<file path="src/rtl/core/assert_macros.svh">
// assertion macros shared by the allocator rtl
// depends on nothing; included by files that carry concurrent checks
`ifndef ASSERT_MACROS_SVH
`define ASSERT_MACROS_SVH

// plain check, sampled on the rising edge, off while in reset
`define ASSERT_RST(lbl, clk, rst_n, prop) \
    lbl: assert property (@(posedge clk) disable iff (!rst_n) (prop)) \
        else $error("allocator check failed");

// same-cycle implication
`define ASSERT_IMP(lbl, clk, rst_n, ante, cons) \
    lbl: assert property (@(posedge clk) disable iff (!rst_n) (ante) |-> (cons)) \
        else $error("allocator check failed");

// next-cycle implication
`define ASSERT_NEXT(lbl, clk, rst_n, ante, cons) \
    lbl: assert property (@(posedge clk) disable iff (!rst_n) (ante) |=> (cons)) \
        else $error("allocator check failed");

`endif

</file>
<file path="src/rtl/core/gfba_pkg.sv">
// shared types and constants of the grouped free-block allocator
// depends on nothing; imported by the interfaces and all modules
package gfba_pkg;

    // block numbers are fixed by the 10-bit index field
    localparam int NUM_BLOCKS = 1024;
    localparam int IDX_W      = 10;
    // block number or the "none" marker, and free counts up to NUM_BLOCKS
    localparam int BLK_W      = 11;
    localparam int CNT_W      = 11;
    localparam int ST_W       = 3;

    localparam logic CMD_ALLOC = 1'b0;
    localparam logic CMD_FREE  = 1'b1;

    localparam logic [ST_W-1:0] ST_OK      = 3'd0;
    localparam logic [ST_W-1:0] ST_NOFREE  = 3'd1;
    localparam logic [ST_W-1:0] ST_RANGE   = 3'd2;
    localparam logic [ST_W-1:0] ST_UNUSED  = 3'd3;
    localparam logic [ST_W-1:0] ST_ALLFREE = 3'd4;

    localparam logic [BLK_W-1:0] NO_BLOCK = BLK_W'(NUM_BLOCKS);

    // controller to datapath
    typedef struct packed {
        logic clr_step;   // write one formatted row and clear one map bit
        logic capture;    // latch the request, read its map bit
        logic check;      // decide, update state, load the result register
        logic fetch;      // read the list row of the new head
        logic load;       // move the fetched row into the stack
        logic newrow;     // write the stack into the new head's row
    } gfba_cmd_t;

    // datapath to controller
    typedef struct packed {
        logic clr_last;
        logic need_fetch;
        logic need_newrow;
    } gfba_stat_t;

endpackage

</file>
<file path="src/rtl/core/gfba_ctrl.sv">
// sequencing state machine of the allocator: clearing pass, handshakes, steps
// depends on gfba_pkg; drives gfba_dp through gfba_cmd_t
module gfba_ctrl import gfba_pkg::*; (
    input  logic       clk,
    input  logic       rst_n,
    input  logic       req_valid,
    output logic       req_ready,
    output logic       rsp_valid,
    input  logic       rsp_ready,
    input  gfba_stat_t stat,
    output gfba_cmd_t  cmd
);

    localparam logic [2:0] S_CLEAR  = 3'd0;
    localparam logic [2:0] S_IDLE   = 3'd1;
    localparam logic [2:0] S_CHECK  = 3'd2;
    localparam logic [2:0] S_FETCH  = 3'd3;
    localparam logic [2:0] S_LOAD   = 3'd4;
    localparam logic [2:0] S_NEWROW = 3'd5;

    logic [2:0] state_reg;
    logic [2:0] state_next;
    logic       rsp_valid_reg;
    logic       rsp_valid_next;
    logic       out_free;

    assign out_free = !rsp_valid_reg || rsp_ready;

    always_comb
    begin
        cmd        = '0;
        state_next = state_reg;
        unique case (state_reg)
            S_CLEAR:
            begin
                cmd.clr_step = 1'b1;
                if (stat.clr_last)
                begin
                    state_next = S_IDLE;
                end
            end
            S_IDLE:
            begin
                if (req_valid)
                begin
                    cmd.capture = 1'b1;
                    state_next  = S_CHECK;
                end
            end
            S_CHECK:
            begin
                // hold until the result register can take the item
                if (out_free)
                begin
                    cmd.check = 1'b1;
                    if (stat.need_fetch)
                    begin
                        state_next = S_FETCH;
                    end
                    else if (stat.need_newrow)
                    begin
                        state_next = S_NEWROW;
                    end
                    else
                    begin
                        state_next = S_IDLE;
                    end
                end
            end
            S_FETCH:
            begin
                cmd.fetch  = 1'b1;
                state_next = S_LOAD;
            end
            S_LOAD:
            begin
                cmd.load   = 1'b1;
                state_next = S_IDLE;
            end
            S_NEWROW:
            begin
                cmd.newrow = 1'b1;
                state_next = S_IDLE;
            end
            default:
            begin
                state_next = S_IDLE;
            end
        endcase
    end

    always_comb
    begin
        if (cmd.check)
        begin
            rsp_valid_next = 1'b1;
        end
        else if (rsp_ready)
        begin
            rsp_valid_next = 1'b0;
        end
        else
        begin
            rsp_valid_next = rsp_valid_reg;
        end
    end

    always_ff @(posedge clk or negedge rst_n)
    begin
        if (!rst_n)
        begin
            state_reg     <= S_CLEAR;
            rsp_valid_reg <= 1'b0;
        end
        else
        begin
            state_reg     <= state_next;
            rsp_valid_reg <= rsp_valid_next;
        end
    end

    assign req_ready = (state_reg == S_IDLE);
    assign rsp_valid = rsp_valid_reg;

endmodule

</file>
<file path="config.mk">
export PLATFORM = sky130hd
export DESIGN_NAME = gfba_ctrl
export DESIGN_NICKNAME = d
export VERILOG_FILES = /design/src/rtl/core/assert_macros.svh /design/src/rtl/core/gfba_pkg.sv /design/src/rtl/core/gfba_ctrl.sv
export SDC_FILE = /design/constraint.sdc
export NUM_CORES = 1
export LEC_CHECK = 0
export BUFFER_PORTS_ARGS = -buffer_cell sky130_fd_sc_hd__buf_2
export CAP_MARGIN = 10
export CORE_AREA = 2 2 39 41
export CTS_BUF_LIST = sky130_fd_sc_hd__clkbuf_8 sky130_fd_sc_hd__clkbuf_16
export CTS_CLUSTER_DIAMETER = 150
export DETAILED_ROUTE_END_ITERATION = 8
export DIE_AREA = 0 0 41 43
export GPL_ROUTABILITY_DRIVEN = 0
export SYNTH_ARGS = -nofsm -noshare
export SYNTH_HDL_FRONTEND = slang
export SYNTH_SLANG_ARGS = --single-unit
export TNS_END_PERCENT = 20
</file>
<file path="constraint.sdc">
create_clock -name clk -period 1.8 [get_ports clk]
set_input_delay 0.36 -clock clk [delete_from_list [all_inputs] [get_ports clk]]
set_output_delay 0.36 -clock clk [all_outputs]
set_load 0.005 [all_outputs]
</file>
==> impl_metrics.json <==
{
  "synth_common_cells": "4 x dfrtp_1, 3 x nor2_1, 3 x nor3b_1",
  "yosysTopAreaCell": "dfrtp_1",
  "worstMarginPinSlew_ns": 0.385,
  "ant_nets": 0,
  "status": "complete, no violations",
  "syn2layout_area_growth_pct": 44.8,
  "critical_path.cell_chain": "or3b_4 > nor2_1 > buf_2",
  "holdBufCountCts": 1,
  "yosysMostFrequentCell": "dfrtp_1",
  "insertedDiodeCount": 0,
  "insertion_delay_ns": 0.22,
  "vias_per_cell": 4.05,
  "p_leak_nw": 0.204,
  "finalHoldViolations": 0,
  "syn_area_um2": 263,
  "track_usage": 0.0767,
  "fp-row-count": 14,
  "whs_ns": 0.474,
  "grt_max_degree": 12,
  "path_delay_family": "simple AND/OR/NAND/NOR gates",
  "dieArea_um2": 1760,
  "multi_input_area_um2": 135,
  "cts_tree": "yes",
  "ys_warn_count": 0,
  "grt-ovfl-total": 0,
  "drc": 0,
  "dr.pass1.iters": 2,
  "cts_setup_buffers": 0,
  "period_share": 0.939,
  "total_power_mw": 0.653,
  "drive_gt1_frac": 0.524,
  "setup_viol": 0,
  "fin_skew_ns": 0.00438,
  "initial_core_util": 0.190,
  "syn_inst": 27,
  "crit_start": "state_reg[1]",
  "largest_register_ffs": 3,
  "nets": 51,
  "setup_ws_ns": 0.109,
  "cts.sink_count": 4,
  "maxCapViolCount": 0,
  "finalSetupTns_ns": 0,
  "die_w_um": 41,
  "pin_count": 15,
  "path_clk_slew_ns": 0.03,
  "ys_types": 19,
  "end_kind": "output pin",
  "routed_wl_um": 572,
  "p_per_area_nw_per_um2": 1720,
  "dp.cells": 54,
  "port_buffers": 14,
  "cp-start-kind": "register",
  "regArea_um2": 100,
  "ys_top_cells_by_area": "dfrtp_1 38%, nor3b_1 8.6%, and3b_2 7.6%",
  "crit_slowest_cell": "dfrtp_1",
  "slew-limit-headroom": 0.740,
  "cp.arrival_ns": 1.33,
  "ir_drop_v": 0.000445,
  "routedWlPerCell_um": 9.86,
  "core_area_um2": 1380,
  "ys.flop_type": "dfrtp_1",
  "drtIter0Drc": 1,
  "slew_viol_final": 0,
  "post-place-ws_ns": 0.336,
  "vias": 235,
  "crit_fanout": 11,
  "avgSynthCellArea_um2": 9.73,
  "synth_edf_count": 0,
  "instances_no_fill": 58,
  "syn-num-nets": 34,
  "crit_type": "register to output pin",
  "slowest_delay_ns": 0.48,
  "fill_cells": 152,
  "cts_resized": 0,
  "grt_pass1_vias": 218,
  "grt_pass1_wl_um": 869,
  "clockBufferDepth": 2,
  "die-height_um": 43,
  "required_ns": 1.44,
  "final_core_util": 0.275,
  "placed_cell_area_um2": 329,
  "stdcell_area_um2": 380,
  "hp-class": "input pin to async pin",
  "crit_buf_inv": 1,
  "max_freq_ghz": 0.591,
  "cts_max_level": 1,
  "yosysSeqAreaShare": 0.381,
  "yosys.area.top_type_share": 0.381,
  "period_minus_slack_ns": 1.69,
  "rsz0062_at_grt": "no",
  "ys_ff_latch": 4,
  "cts_root_buffer": "clkbuf_8",
  "r2r-start": "state_reg[1]",
  "numCtsBuffers": 3,
  "synthArstFlopShare": 1.00,
  "antenna_found_initial": 0
}
-- placed cells by master, fill, tap and decap left out --
master and instances:
nor4bb_1 1, or2_1 1, or3b_4 1, and3b_2 2, nor3_1 1, dfrtp_1 4
nand2b_1 1, clkbuf_8 3, dlygate4sd3_1 1, nand2_1 1, a31oi_1 1, a211o_2 1
nor2_1 3, a21oi_2 1, nor2b_1 1, buf_2 14, a211oi_1 1, nor3b_1 3
inv_1 1
-- metal layers --
layer | track usage | wire, um
met3 | 0.0314 | 55
met4 | 0.0600 | 0
met2 | 0.0875 | 215
met1 | 0.108 | 301
met5 | 0 | 0
-- final cells by class --
class                   count  share of cell area
well taps                  16              0.0526
clock buffers               3               0.109
multi-input cells          19               0.355
inverters                   1             0.00987
repair buffers             15               0.211
flip-flops and latches      4               0.263
-- power breakdown --
group	switching (mW)	total [mW]	internal, mW
combinational	0.0971	0.252	0.154
clock	0.0454	0.188	0.142
sequential	0.0795	0.214	0.134
-- final timing paths --
path                           endpoint  slack, ns  depth (start not counted)
min                        state_reg[1]       0.47                          2
max in group asynchronous  state_reg[2]       1.20                          2
min reg2reg                   rsp_valid       0.55                          2
max                              cmd[3]       0.11                          3
max reg2reg                state_reg[1]       0.62                          3
min in group clk              rsp_valid       0.49                          3
-- cell families (layout without fill, tap and decap cells) --
kind of cell           Yosys count  after routing  share of synthesized area
AOI/OAI and AO/OA                4              4                      0.124
buffers and inverters            4             19                      0.105
DFF                              4              4                      0.381
and+or+nand+nor                 15             15                      0.390
Power figures use the tool's default switching activity.
